File: src/rtl/assert_macros.svh
// assertion macros shared by the rtl of the held key table
// no dependencies; included by the files that check their own logic
`ifndef ASSERT_MACROS_SVH
`define ASSERT_MACROS_SVH
`ifndef SYNTHESIS
`define HKT_ASSERT(label, clk, rst, prop) \
  label: assert property (@(posedge clk) disable iff (rst) (prop)) \
    else $error("%m: check failed");
`define HKT_ASSERT_IMPL(label, clk, rst, cond, prop) \
  label: assert property (@(posedge clk) disable iff (rst) (cond) |=> (prop)) \
    else $error("%m: check failed");
`else
`define HKT_ASSERT(label, clk, rst, prop)
`define HKT_ASSERT_IMPL(label, clk, rst, cond, prop)
`endif
`endif

File: src/rtl/hkt_pkg.sv
// types and constants of the held key table
// no dependencies; used by the interfaces, the cell and the top level
package hkt_pkg;

  localparam int CAPACITY = 15;
  localparam int CODE_W   = 9;
  localparam int CNT_W    = $clog2(CAPACITY + 1);

  typedef enum logic [1:0] {
    CMD_TICK  = 2'd0,
    CMD_DOWN  = 2'd1,
    CMD_UP    = 2'd2,
    CMD_QUERY = 2'd3
  } hkt_cmd_t;

  // broadcast to every cell for one transaction
  typedef struct packed {
    logic              tick;
    logic              down;
    logic              up;
    logic [CODE_W-1:0] code;
  } hkt_op_t;

  // running match status passed from cell to cell
  typedef struct packed {
    logic hit_seen;
    logic new_seen;
  } hkt_link_t;

  typedef struct packed {
    logic              valid;
    logic              flag;
    logic [CODE_W-1:0] code;
  } hkt_entry_t;

endpackage

File: src/rtl/hkt_ifs.sv
// request and response channel interfaces of the held key table
// depends on hkt_pkg for the field widths
interface hkt_req_if;
  import hkt_pkg::*;
  logic              valid;
  logic              ready;
  logic [1:0]        command;
  logic [CODE_W-1:0] scancode;
  logic              typing_active;
  modport source (output valid, command, scancode, typing_active, input ready);
  modport sink (input valid, command, scancode, typing_active, output ready);
endinterface

interface hkt_rsp_if;
  logic       valid;
  logic       ready;
  logic       key_held;
  logic       key_new;
  logic [3:0] held_count;
  logic       table_full;
  modport source (output valid, key_held, key_new, held_count, table_full, input ready);
  modport sink (input valid, key_held, key_new, held_count, table_full, output ready);
endinterface

File: src/rtl/hkt_cell.sv
// one entry of the held key list: code, newly-pressed flag and valid bit
// depends on hkt_pkg; chained by held_key_table
module hkt_cell (
  input  logic               clk,
  input  logic               rst,
  input  hkt_pkg::hkt_op_t   op,
  input  hkt_pkg::hkt_link_t link_in,
  output hkt_pkg::hkt_link_t link_out,
  input  logic               prev_valid,
  input  hkt_pkg::hkt_entry_t nb,
  output hkt_pkg::hkt_entry_t entry
);
  import hkt_pkg::*;

  logic              valid;
  logic              flag;
  logic [CODE_W-1:0] code;
  logic              hit;
  logic              shift;
  logic              load;

  assign hit   = valid && (code == op.code);
  // on removal every cell at or after the match takes its neighbor's entry
  assign shift = op.up && (link_in.hit_seen || hit);
  // first empty cell takes an appended key
  assign load  = op.down && !valid && prev_valid;

  assign link_out.hit_seen = link_in.hit_seen || hit;
  assign link_out.new_seen = link_in.new_seen || (hit && flag);

  assign entry.valid = valid;
  assign entry.flag  = flag;
  assign entry.code  = code;

  always_ff @(posedge clk) begin
    if (rst) begin
      valid <= 1'b0;
      flag  <= 1'b0;
    end else if (shift) begin
      valid <= nb.valid;
      flag  <= nb.flag;
    end else if (load) begin
      valid <= 1'b1;
      flag  <= 1'b1;
    end else if (op.tick) begin
      flag <= 1'b0;
    end
  end

  always_ff @(posedge clk) begin
    if (shift) begin
      code <= nb.code;
    end else if (load) begin
      code <= op.code;
    end
  end

endmodule

File: src/rtl/held_key_table.sv
// held key table top level: a chain of hkt_cell entries and the result register
// depends on hkt_pkg, hkt_ifs and assert_macros.svh
//
// Keeps the list of held keyboard scancodes in order of arrival, one cell per
// entry, each with a newly-pressed flag.
// req carries command, scancode and typing_active; a transaction is taken
// when valid and ready are both high. rsp returns exactly one result per
// request: key_held, key_new, held_count and table_full after the operation.
// The result is registered: it sits in rsp on the cycle after the request
// is taken. One request per cycle is sustained while rsp.ready is high;
// all cells compare the code in parallel and the match status ripples down
// the chain in the same cycle, so a key-up closes the gap in that cycle too.
// req.ready is high while the result register is empty or being drained, so
// a stalled receiver holds the result and blocks new requests until taken.
// Reset (rst, synchronous) empties the list, clears every flag and marks the
// result register empty; no clearing pass is needed.
`include "assert_macros.svh"
module held_key_table (
  input  logic  clk,
  input  logic  rst,
  hkt_req_if.sink   req,
  hkt_rsp_if.source rsp
);
  import hkt_pkg::*;

  hkt_op_t              op;
  hkt_link_t            links [CAPACITY+1];
  hkt_entry_t           cells [CAPACITY];
  logic [CAPACITY-1:0]  valid_vec;
  logic [CNT_W-1:0]     count;
  logic [CNT_W-1:0]     count_next;
  logic [CNT_W+3:0]     count_wide;
  logic                 in_acc;
  logic                 full;
  logic                 any_hit;
  logic                 hit_new;
  logic                 appended;
  logic                 held_next;
  logic                 new_next;
  hkt_cmd_t             cmd;

  logic                 out_valid;
  logic                 key_held;
  logic                 key_new;
  logic [3:0]           held_count;
  logic                 table_full;

  assign in_acc    = req.valid && req.ready;
  assign req.ready = !out_valid || rsp.ready;
  assign cmd       = hkt_cmd_t'(req.command);

  assign any_hit = links[CAPACITY].hit_seen;
  assign hit_new = links[CAPACITY].new_seen;
  assign full    = (count == CNT_W'(CAPACITY));

  assign op.tick = in_acc && (cmd == CMD_TICK);
  assign op.down = in_acc && (cmd == CMD_DOWN) && !any_hit;
  assign op.up   = in_acc && (cmd == CMD_UP);
  assign op.code = req.scancode;

  assign links[0] = '0;

  for (genvar i = 0; i < CAPACITY; i++) begin : g_cell
    hkt_entry_t nb;
    logic       prev_valid;
    if (i == CAPACITY - 1) begin : g_last
      assign nb = '0;
    end else begin : g_mid
      assign nb = cells[i+1];
    end
    if (i == 0) begin : g_first
      assign prev_valid = 1'b1;
    end else begin : g_rest
      assign prev_valid = cells[i-1].valid;
    end
    hkt_cell u_cell (
      .clk        (clk),
      .rst        (rst),
      .op         (op),
      .link_in    (links[i]),
      .link_out   (links[i+1]),
      .prev_valid (prev_valid),
      .nb         (nb),
      .entry      (cells[i])
    );
    assign valid_vec[i] = cells[i].valid;
  end

  assign appended = op.down && !full;

  always_comb begin
    count_next = count;
    if (appended) begin
      count_next = count + 1'b1;
    end else if (op.up && any_hit) begin
      count_next = count - 1'b1;
    end
  end

  always_comb begin
    held_next = 1'b0;
    new_next  = 1'b0;
    case (cmd)
      CMD_TICK: begin
        held_next = any_hit;
      end
      CMD_DOWN: begin
        held_next = any_hit || !full;
        new_next  = any_hit ? hit_new : !full;
      end
      CMD_UP: begin
        held_next = 1'b0;
      end
      CMD_QUERY: begin
        held_next = any_hit && !req.typing_active;
        new_next  = hit_new && !req.typing_active;
      end
      default: begin
        held_next = 1'b0;
      end
    endcase
  end

  always_ff @(posedge clk) begin
    if (rst) begin
      count     <= '0;
      out_valid <= 1'b0;
    end else begin
      count <= count_next;
      if (in_acc) begin
        out_valid <= 1'b1;
      end else if (rsp.ready) begin
        out_valid <= 1'b0;
      end
    end
  end

  assign count_wide = {4'b0000, count_next};

  always_ff @(posedge clk) begin
    if (in_acc) begin
      key_held   <= held_next;
      key_new    <= new_next;
      held_count <= count_wide[3:0];
      table_full <= (count_next == CNT_W'(CAPACITY));
    end
  end

  assign rsp.valid      = out_valid;
  assign rsp.key_held   = key_held;
  assign rsp.key_new    = key_new;
  assign rsp.held_count = held_count;
  assign rsp.table_full = table_full;

  // the fill count always equals the number of valid cells
  `HKT_ASSERT(a_count_matches, clk, rst, count == CNT_W'($countones(valid_vec)))
  // valid cells form an unbroken run from the head of the chain
  `HKT_ASSERT(a_compact, clk, rst, (valid_vec & (valid_vec + 1'b1)) == '0)
  // a key-down for an absent code with room grows the list by one
  `HKT_ASSERT_IMPL(a_down_grows, clk, rst, appended, count == $past(count) + 1'b1)
  // removal of a listed key shrinks the list by one
  `HKT_ASSERT_IMPL(a_up_shrinks, clk, rst, op.up && any_hit,
    count == $past(count) - 1'b1)

endmodule
File: src/flat_wrapper.sv
// flat-port wrapper written by rule: the top's interface ports become plain ports
module held_key_table_flat import hkt_pkg::*;
  (clk, rst, req_valid, req_command, req_scancode, req_typing_active, req_ready, rsp_valid, rsp_key_held, rsp_key_new, rsp_held_count, rsp_table_full, rsp_ready);
  hkt_req_if req_i ();
  hkt_rsp_if rsp_i ();
  input  logic clk;
  input  logic rst;
  input wire logic [$bits(req_i.valid)-1:0] req_valid;
  input wire logic [$bits(req_i.command)-1:0] req_command;
  input wire logic [$bits(req_i.scancode)-1:0] req_scancode;
  input wire logic [$bits(req_i.typing_active)-1:0] req_typing_active;
  output wire logic [$bits(req_i.ready)-1:0] req_ready;
  output wire logic [$bits(rsp_i.valid)-1:0] rsp_valid;
  output wire logic [$bits(rsp_i.key_held)-1:0] rsp_key_held;
  output wire logic [$bits(rsp_i.key_new)-1:0] rsp_key_new;
  output wire logic [$bits(rsp_i.held_count)-1:0] rsp_held_count;
  output wire logic [$bits(rsp_i.table_full)-1:0] rsp_table_full;
  input wire logic [$bits(rsp_i.ready)-1:0] rsp_ready;
  assign req_i.valid = req_valid;
  assign req_i.command = req_command;
  assign req_i.scancode = req_scancode;
  assign req_i.typing_active = req_typing_active;
  assign req_ready = req_i.ready;
  assign rsp_valid = rsp_i.valid;
  assign rsp_key_held = rsp_i.key_held;
  assign rsp_key_new = rsp_i.key_new;
  assign rsp_held_count = rsp_i.held_count;
  assign rsp_table_full = rsp_i.table_full;
  assign rsp_i.ready = rsp_ready;
  held_key_table u_core (.clk(clk), .rst(rst), .req(req_i), .rsp(rsp_i));
endmodule
File: config.mk
export PLATFORM = sky130hd
export DESIGN_NAME = held_key_table_flat
export DESIGN_NICKNAME = d
export VERILOG_FILES = /design/src/rtl/hkt_pkg.sv /design/src/rtl/hkt_ifs.sv /design/src/rtl/hkt_cell.sv /design/src/rtl/held_key_table.sv /design/src/flat_wrapper.sv
export VERILOG_INCLUDE_DIRS = /design/src /design/src/rtl
export SDC_FILE = /design/constraint.sdc
export NUM_CORES = 1
export LEC_CHECK = 0
export BUFFER_PORTS_ARGS = -buffer_cell sky130_fd_sc_hd__clkbuf_2
export CAP_MARGIN = 20
export CORE_MARGIN = 1
export CORE_UTILIZATION = 55
export DETAILED_ROUTE_END_ITERATION = 12
export PLACE_DENSITY = 0.72
export SYNTH_ARGS = -nofsm -noshare
export SYNTH_HDL_FRONTEND = slang
export SYNTH_SLANG_ARGS = --single-unit
File: constraint.sdc
create_clock -name clk -period 3.7 [get_ports clk]
set_input_delay 0.37 -clock clk [delete_from_list [all_inputs] [get_ports clk]]
set_output_delay 0.37 -clock clk [all_outputs]
set_load 0.03 [all_outputs]
# Word-level counts from Yosys, hierarchy flattened
# Index checks and enable logic that the tools add are counted.
[classes]
reduce_logical = 163
addsub = 2
eq_ne = 20
muxes = 93
[op_table]
columns = ["cell", "count"]
rows = [
  ["9-bit two-way mux", 28],
  ["9-bit == test", 15],
  ["1-bit logical AND", 82],
  ["1-bit two-way mux", 61],
  ["3-bit nonzero test", 14],
  ["2-bit nonzero test", 16],
  ["1-bit logical OR", 30],
  ["1-bit logical NOT", 19],
  ["4-bit == test, second input constant", 2],
  ["4-bit two-way mux", 2],
  ["4-bit by 1-bit adder with 4-bit output, second input constant", 1],
  ["2-bit == test, second input constant", 2],
  ["1-bit case mux with 4 select lines", 1],
  ["4-bit by 1-bit subtractor with 4-bit output, second input constant", 1],
  ["2-bit by 1-bit == test with 1-bit output, second input constant", 1],
  ["2-bit logical NOT", 1],
  ["1-bit case mux with 2 select lines", 1],
  ["2-bit OR reduction", 1],
]
[word_totals]
out_inout_bits = 9
register_bits = 177
word_cells = 329
in_bits = 16

# Longest topological paths before layout
# Gate-level depths: netlist of the first run.
[depth]
depth_word = 22
mapped_depth = 12

# Modules after synthesis
# From an unflattened synthesis of the first run, not the netlist that was laid out.
[hier_totals]
cells_unflattened = 877
area_unflattened_um2 = 11314.6
[modules_own_cells]
columns = ["module", "cells_per_inst", "seq_area_each_um2", "area_per_inst_um2", "n_inst"]
rows = [
  ["hkt_cell", 54, 310.3, 711.9, 15],
  ["held_key_table", 67, 310.3, 635.6, 1],
]

# Worst setup path before layout of the first run
# OpenSTA, ideal clock, no wires.
[synth_path]
path_kind = "input -> register"
from = "in req_scancode[7]"
to = "reg u_core.g_cell[11].u_cell.flag"
path_buffers = 1
setup_time_ps = 61
required_time_ps = 3639
arrival_time_ps = 2858
slack_ps = 781
path_stages = 10
path_cell_list = "buf_6 xnor2_1 nand4_1 nor4_2 nor4_2 nand4b_4 nor2_4 nand2_1 o21ai_0 o221a_2"
[synth_between]
elab_chain_len = 22
elab_cells_between_ends = 52
cone_classes = "15 x eq/ne; 2 x mux; 35 x reduce/logical"
[synth_rtl]
columns = ["element", "line_no", "text"]
rows = [
  ["start, declared", "flat_wrapper.sv:10", "input wire logic [$bits(req_i.scancode)-1:0] req_scancode;"],
  ["9-bit == test", "hkt_cell.sv:22", "assign hit = valid && (code == op.code);"],
  ["1-bit logical AND", "hkt_cell.sv:22", ""],
  ["1-bit logical OR (10 in a row)", "hkt_cell.sv:28", "assign link_out.hit_seen = link_in.hit_seen || hit;"],
  ["1-bit logical OR", "hkt_cell.sv:24, hkt_cell.sv:28", ""],
  ["1-bit logical OR (3 in a row)", "hkt_cell.sv:28", ""],
  ["1-bit logical NOT", "held_key_table.sv:57", "assign op.down = in_acc && (cmd == CMD_DOWN) && !any_hit;"],
  ["1-bit logical AND", "held_key_table.sv:57", ""],
  ["1-bit logical AND (2 in a row)", "hkt_cell.sv:26", "assign load = op.down && !valid && prev_valid;"],
  ["1-bit two-way mux", "hkt_cell.sv:42", "end else if (load) begin"],
  ["1-bit two-way mux", "hkt_cell.sv:39", "end else if (shift) begin"],
  ["end signal, assigned", "hkt_cell.sv:41", "flag <= nb.flag;"],
  ["end, declared", "hkt_cell.sv:16", "logic flag;"],
]
# Parallel ways exist; a longest one is shown, timed or not.
# A chain may end at the register's enable or synchronous reset.

# Worst setup path in the final report of the first run
[layout_path]
from = "reg u_core.g_cell[1].u_cell.code[7]"
to = "reg u_core.g_cell[11].u_cell.code[1] (enable)"
[layout_between]
elab_chain_len = 21
elab_cells_between_ends = 22
cone_classes = "1 x eq/ne; 21 x reduce/logical"
[layout_rtl]
columns = ["element", "line_no", "text"]
rows = [
  ["start, declared", "hkt_cell.sv:17", "logic [CODE_W-1:0] code;"],
  ["start signal, assigned", "hkt_cell.sv:52", "code <= nb.code;"],
  ["start signal, assigned", "hkt_cell.sv:54", "code <= op.code;"],
  ["9-bit == test (*)", "hkt_cell.sv:22", ""],
  ["1-bit logical AND (*)", "hkt_cell.sv:22", ""],
  ["1-bit logical OR (*) (10 in a row)", "hkt_cell.sv:28", ""],
  ["1-bit logical OR (*)", "hkt_cell.sv:24, hkt_cell.sv:28", ""],
  ["1-bit logical OR (3 in a row)", "hkt_cell.sv:28", ""],
  ["1-bit logical NOT", "held_key_table.sv:57", ""],
  ["1-bit logical AND", "held_key_table.sv:57", ""],
  ["1-bit logical AND (2 in a row)", "hkt_cell.sv:26", ""],
  ["2-bit nonzero test (no source line) (*)", "-", ""],
  ["end signal, assigned", "hkt_cell.sv:52", ""],
  ["end signal, assigned", "hkt_cell.sv:54", ""],
  ["end, declared", "hkt_cell.sv:17", ""],
]
# Mark *: on every way between the ends. The rest lies on a longest branch, timed or not.

==> out/results.ini, run 1 <==
[final_layout]
area_delta_synth_final_pct = 11.3
drive_gt1_share_pct = 29.8
diodes = 0
nets = 801
fin_util_pct = 63.2

[power]
power_density_nw_per_um2 = 405
ir_drop_v = 0.000322
leakagePower_nw = 3.46

[cts]
worstSkewPairLatency_ns = 0.43
clockBufferDepth = 2
htree_num_levels = 4
cts_tree = yes
path_clk_slew_ns = 0.07
post_cts_buffers = 0
cts_buffers = 17
hold_buffers = 0
cts.sinks = 177
cts_root_buf = clkbuf_16
cts_resized = 0

[die]
fp.dieH_um = 133
ios = 25
die-area_um2 = 17800
initial_core_util_pct = 56.8
coreArea_um2 = 16700
row_count = 47
die_x_um = 133

[synth]
synth-seq-cells = 177
synth-edff-count = 133
synth_most_common_cell = edfxtp_1
ys.flop_type = edfxtp_1
yosysUniqueCellTypes = 58
synth_area_um2 = 9480
syn_inst = 751
avgSynthCellArea_um2 = 12.6
synthTopCellsByCount = edfxtp_1 (133), xnor2_1 (127), mux2_2 (111), dfxtp_1 (44)
seq_area_frac_synth_pct = 51.4
syn_nets = 769
synth_top_area_cell = edfxtp_1
async_flop_share_pct = 0
synth_area_leaders = edfxtp_1 (42%), mux2_2 (13%), xnor2_1 (12%)
yosys_warnings = 0
synth_top_area_share_pct = 42.1

[critical_path]
cp.arrival_ns = 3.39
required_ns = 3.84
critPathMaxFanout = 25
setup.worst_path.start_class = flip-flop
worst-setup-path-type = reg -> reg
end_kind = flip-flop

[drt]
vias = 6031
wl_per_cell_um = 19.9
avgViaCountPerCell = 5.94
first_pass_iters = 7
routed_wl_mm = 20.2
drc = 0
drt_iter0_markers = 461
ant_nets = 0

[flow_run]
maxCapViolations = 0

[timing]
finalSetupTns_ns = 0
tightest_slew_ns = 0.818
fin_hold_ws_ns = 0.176
final.setup.worst_slack_ns = 0.445
min_period_ns = 3.26
clock.fmax_mhz = 307
fin_crit_sh_pct = 88.0
maxSlewHeadroom_pct = 45.0
fin_skew_ns = 0.0125
hold_violations = 0
setup_viol = 0
rsz0062_at_grt = no
report.final.slew_viol_count = 0

[placement]
post-place-ws_ns = 0.146
port_buffers = 24
dp_hpwl_mm = 13.9
gp_congestion = 0.822

[global_routing]
antenna_found_initial = 0
grt_pass1_vias = 6204
grt_max_degree = 28
track_usage_pct = 24.0
globalRouteOverflowTotal = 0
grt_pass1_wl_mm = 33.0

[min_path]
min_path_type = in -> reg

[status]
outcome = finished clean

## flip-flops by register name, summed over array words and instances (netlist names)
register / flops
u_core.g_cell.u_cell.code: 135
u_core.rsp.table_full: 1
u_core.rsp.key_new: 1
u_core.count: 4
u_core.g_cell.u_cell.valid: 15
u_core.rsp.valid: 1
u_core.g_cell.u_cell.flag: 15
u_core.rsp.held_count: 4
u_core.rsp.key_held: 1
## final cells by class
type                    instances  area, um^2
fillers                      1258        6150
flip-flops and latches        177        4870
multi-input cells             498        4200
repair buffers                 65         528
clock buffers                  21         493
well taps                     220         275
clock inverters                11        98.8
inverters                      24        90.1
## worst paths after layout
check / start / to / slack, ns / depth (start not counted)
worst max-delay path: u_core.g_cell[1].u_cell.code[7]$_DFFE_PP_ / u_core.g_cell[11].u_cell.code[1]$_DFFE_PP_ / 0.44 / 10
worst min-delay path: req_valid / u_core.rsp.valid$_SDFFE_PP0P_ / 0.18 / 3
worst max register to register: u_core.g_cell[1].u_cell.code[7]$_DFFE_PP_ / u_core.g_cell[11].u_cell.code[1]$_DFFE_PP_ / 0.44 / 10
worst min register to register: u_core.g_cell[7].u_cell.flag$_SDFFE_PP0P_ / u_core.g_cell[6].u_cell.flag$_SDFFE_PP0P_ / 0.49 / 2
## placed cells by master, fill, tap and decap left out, types with 3 or more instances in the layout
| cell | instances |
|---|---|
| edfxtp_1 | 133 |
| xnor2_1 | 127 |
| mux2_2 | 111 |
| dfxtp_1 | 44 |
| buf_4 | 33 |
| nand4_1 | 31 |
| nor2_1 | 31 |
| clkbuf_2 | 24 |
| inv_1 | 23 |
| a21oi_1 | 21 |
| nand2_1 | 20 |
| clkbuf_16 | 19 |
| mux2_1 | 15 |
| nor3_1 | 14 |
| and2_1 | 11 |
| xor2_1 | 10 |
| mux2i_1 | 9 |
| nor4_1 | 8 |
| a22oi_1 | 8 |
| buf_12 | 8 |
| o221a_2 | 6 |
| o21ai_0 | 5 |
| a211oi_1 | 5 |
| nor4_2 | 4 |
| a31o_2 | 4 |
| nand3_1 | 4 |
| a221oi_1 | 4 |
| a221oi_2 | 4 |
| nand2b_1 | 3 |
| a31oi_1 | 3 |
| and3_1 | 3 |
| o21a_1 | 3 |
| nor2b_1 | 3 |
| clkinv_2 | 3 |
## layer usage
metal,GRT usage [%],vias up,share of wire (%)
li1,-,2837,-
met1,30.9,3057,45
met2,41.2,117,51
met3,4.60,20,2.9
met4,6.63,0,1.0
met5,0,-,0
## logic make-up after synthesis
group           share of synthesized area, %
simple gates                            8.67
buf+inv                                 4.39
fa+ha+maj                              0.264
compound gates                          6.68
flops                                   51.4
xor+xnor                                12.7
mux                                     15.9
## worst max-delay path, cell delays in order, from the launching register on
cell,delay [ns]
edfxtp_1,0.43
xnor2_1,0.16
nand4_1,0.12
nor4_1,0.06
buf_4,0.16
nor4_4,0.50
nand4b_4,0.27
nor2_4,0.57
nand2_1,0.16
o21ai_0,0.29
buf_4,0.24
## stage by stage
step	std cells	area (um^2)	power [mW]
floorplan	751	9480	2.45
global placement	984	9960	2.52
detailed placement	984	9960	2.53
CTS	1016	10600	4.30
global route	1016	10600	4.40
finish	1016	10600	4.28
## power breakdown
part / switching, mW / total [mW] / internal [mW]
Clock: 0.759 / 1.79 / 1.03
Combinational: 0.183 / 0.331 / 0.148
Sequential: 0.0119 / 2.16 / 2.15
Total: 0.953 / 4.28 / 3.33
Power figures use the tool's default switching activity.
==> run 2, diff against run 1 <==
Settings changed: CELL_PAD_IN_SITES_DETAIL_PLACEMENT from default to 1, CELL_PAD_IN_SITES_GLOBAL_PLACEMENT from default to 1, CORE_UTILIZATION 55 to 53, PLACE_DENSITY 0.72 to default, PLACE_DENSITY_LB_ADDON from default to 0.1, SYNTH_HIERARCHICAL from default to 1.
==> out/results.ini, run 2 <==
[drt]
avgViaCountPerCell = 6.35  ; +6.9%
vias = 8853  ; +47%
wl_per_cell_um = 31.5  ; +58%
drt_iter0_markers = 755  ; +64%
ant_nets = 0  ; unchanged
drc = 0  ; unchanged
first_pass_iters = 7  ; unchanged
routed_wl_mm = 43.9  ; +120%

[power]
totalPowerFinal_mw = 5.16  ; +20%
ir_drop_v = 0.000305  ; -5.2%
swShare_pct = 26.6  ; +4.3 points
pwr-share-clk_pct = 40.7  ; -1.0 points
p_sw_mw = 1.37  ; +44%
cellInternalPower_mw = 3.78  ; +14%
power_density_nw_per_um2 = 345  ; -15%
leakagePower_nw = 5.85  ; +69%
combPwrFrac_pct = 15.8  ; +8.1 points
power_frac_seq_pct = 43.5  ; -7.0 points

[timing]
report.final.slew_viol_count = 0  ; unchanged
setup_viol = 248  ; +248
maxSlewHeadroom_pct = 39.0  ; -6.0 points
fin_hold_ws_ns = 0.244  ; +0.0682 ns
hold_violations = 0  ; unchanged
fin_skew_ns = 0.0104  ; -0.00207 ns
rsz0062_at_grt = yes
clock.fmax_mhz = 161  ; -48%
min_period_ns = 6.21  ; +2.96 ns
tightest_slew_ns = 0.915  ; +0.0976 ns
final.setup.worst_slack_ns = -2.51  ; -2.96 ns
fin_crit_sh_pct = 168  ; +80 points

[synth]
yosys_warnings = 6  ; +6
syn_inst = 876  ; +17%
avgSynthCellArea_um2 = 12.9  ; +2.2%
synth_area_um2 = 11300  ; +19%

[global_routing]
use_met3_pct = 5.71  ; +1.1 points
met2_usage_pct = 63.4  ; +22 points
grt_max_degree = 41  ; +46%
grt_use_met1_pct = 38.2  ; +7.3 points
grt_pass1_vias = 9187  ; +48%
grt_pass1_wl_mm = 55.4  ; +68%
globalRouteOverflowTotal = 0  ; unchanged
antenna_found_initial = 1  ; +1
track_usage_pct = 34.5  ; +11 points
grt-busiest-layer = met2

[final_layout]
final_area_um2 = 14900  ; +42%
reg_top3 = u_core/g_cell.u_cell/code (135), u_core/g_cell.u_cell/flag (15), u_core/g_cell.u_cell/valid (15)
final_common_cell = buf_4
layout_common_cells = buf_4 (170), edfxtp_1 (142), mux2_4 (140)
largest_reg_flops = 135  ; unchanged
nets = 1124  ; +40%
fillers = 1956  ; +55%
area_delta_synth_final_pct = 32.2
drive_gt1_share_pct = 52.1  ; +22 points
fin_util_pct = 71.3  ; +8.1 points
regMostFlops = u_core/g_cell.u_cell/code

[die]
die_x_um = 148  ; +11%
coreArea_um2 = 21000  ; +25%
initial_core_util_pct = 54.0  ; -2.8 points
die-area_um2 = 21900  ; +23%
ios = 25  ; unchanged
row_count = 53  ; +13%
fp.dieH_um = 148  ; +11%

[critical_path]
worst-setup-path-type = reg -> reg
required_ns = 4.07  ; +0.23 ns
cp.arrival_ns = 6.58  ; +3.19 ns
critPathMaxFanout = 6  ; -76%
end_kind = flip-flop
setup.worst_path.start_class = flip-flop

[cts]
path_clk_slew_ns = 0.08  ; about the same
cts.sinks = 177  ; unchanged
clockBufferDepth = 2  ; unchanged
worstSkewPairLatency_ns = 0.44  ; about the same
cts_buffers = 17  ; unchanged
hold_buffers = 0  ; unchanged
cts_tree = yes
htree_num_levels = 4  ; unchanged
cts_root_buf = clkbuf_16

[status]
violations = negative setup slack
outcome = finished with violations

[placement]
gp_congestion = 0.839  ; +2.0%
port_buffers = 24  ; unchanged
place_area_um2 = 13100  ; +31%
dp_hpwl_mm = 22.9  ; +64%

[flow_run]
maxCapViolations = 0  ; unchanged

[min_path]
min_path_type = in -> reg

run 2: cell count changes in the layout (fill, tap and decap cells not counted), sizes merged, moves of 15 or more:
cell,previous run,this run
nand4,31,1
xor2,10,90
a21o,0,15
mux2,126,150
nand2b,3,31
xnor2,127,47
and4b,0,15
a31o,4,22
buf,41,206
or2,0,15
conb,0,16
run 2: power groups by stage:
| stage | Sequential [mW] | Clock (mW) | Combinational (mW) |
|---|---|---|---|
| floorplan | 2.29 | 0 | 0.398 |
| global placement | 2.28 | 0 | 0.633 |
| detailed placement | 2.28 | 0 | 0.662 |
| CTS | 2.24 | 2.05 | 0.721 |
| global route | 2.24 | 2.17 | 0.836 |
| finish | 2.24 | 2.10 | 0.815 |
run 2: layer usage:
metal  wire [um]  up-vias
met5           0        -
met4        2730        0
met3        2550      190
met2       22400      444
met1       16300     4571
li1            -     3648
run 2: layout make-up:
class                   count  area (um^2)  share of cell area, %
well taps                 275          344                   2.30
diodes                      1         2.50                 0.0167
inverters                  28          105                  0.703
clock inverters            14          226                   1.52
repair buffers            231         1950                   13.1
flip-flops and latches    177         4960                   33.2
clock buffers              18          429                   2.87
multi-input cells         651         6920                   46.3
run 2: final timing paths:
kind,slack [ns],depth (start not counted),from,to
min reg2reg,0.54,2,u_core/g_cell[13].u_cell/flag$_SDFFE_PP0P_,u_core/g_cell[12].u_cell/flag$_SDFFE_PP0P_
max,-2.51,26,u_core/g_cell[0].u_cell/code[8]$_DFFE_PP_,u_core/g_cell[10].u_cell/flag$_SDFFE_PP0P_
max reg2reg,-2.51,26,u_core/g_cell[0].u_cell/code[8]$_DFFE_PP_,u_core/g_cell[10].u_cell/flag$_SDFFE_PP0P_
min,0.24,3,req_valid,u_core/rsp.valid$_SDFFE_PP0P_
run 2: repair_timing:
action,CTS,global route
resized for setup,72,73
buffers inserted,25,14
pin swaps,25,15
gates cloned,6,7
setup endpoints to repair,248,248
run 2: stage by stage:
stage               cells  setup TNS, ns  setup WS (ns)
floorplan             890        -299.48          -1.62
global route         1395        -488.56          -2.55
CTS                  1373        -435.31          -2.20
global placement     1311        -432.78          -2.18
detailed placement   1311        -454.34          -2.31
finish               1395        -477.88          -2.51
run 2: worst max-delay path, stage by stage (launching register included):
cell and delay [ns]:
edfxtp_1 0.44, xnor2_2 0.21, and4_4 0.21, and3_4 0.18, or2_4 0.25, or2_4 0.25, or2_4 0.24, or2_4 0.23
or2_4 0.23, or2_4 0.23, or2_4 0.23, or2_4 0.23, or2_4 0.23, or2_4 0.24, or2_4 0.25, or2_4 0.24
or2_4 0.24, or2_4 0.24, or2_4 0.26, nor3b_4 0.23, and3_4 0.34, buf_16 0.19, nand2_2 0.11, buf_4 0.16
o22ai_1 0.18, nand2b_1 0.14, mux2i_1 0.15
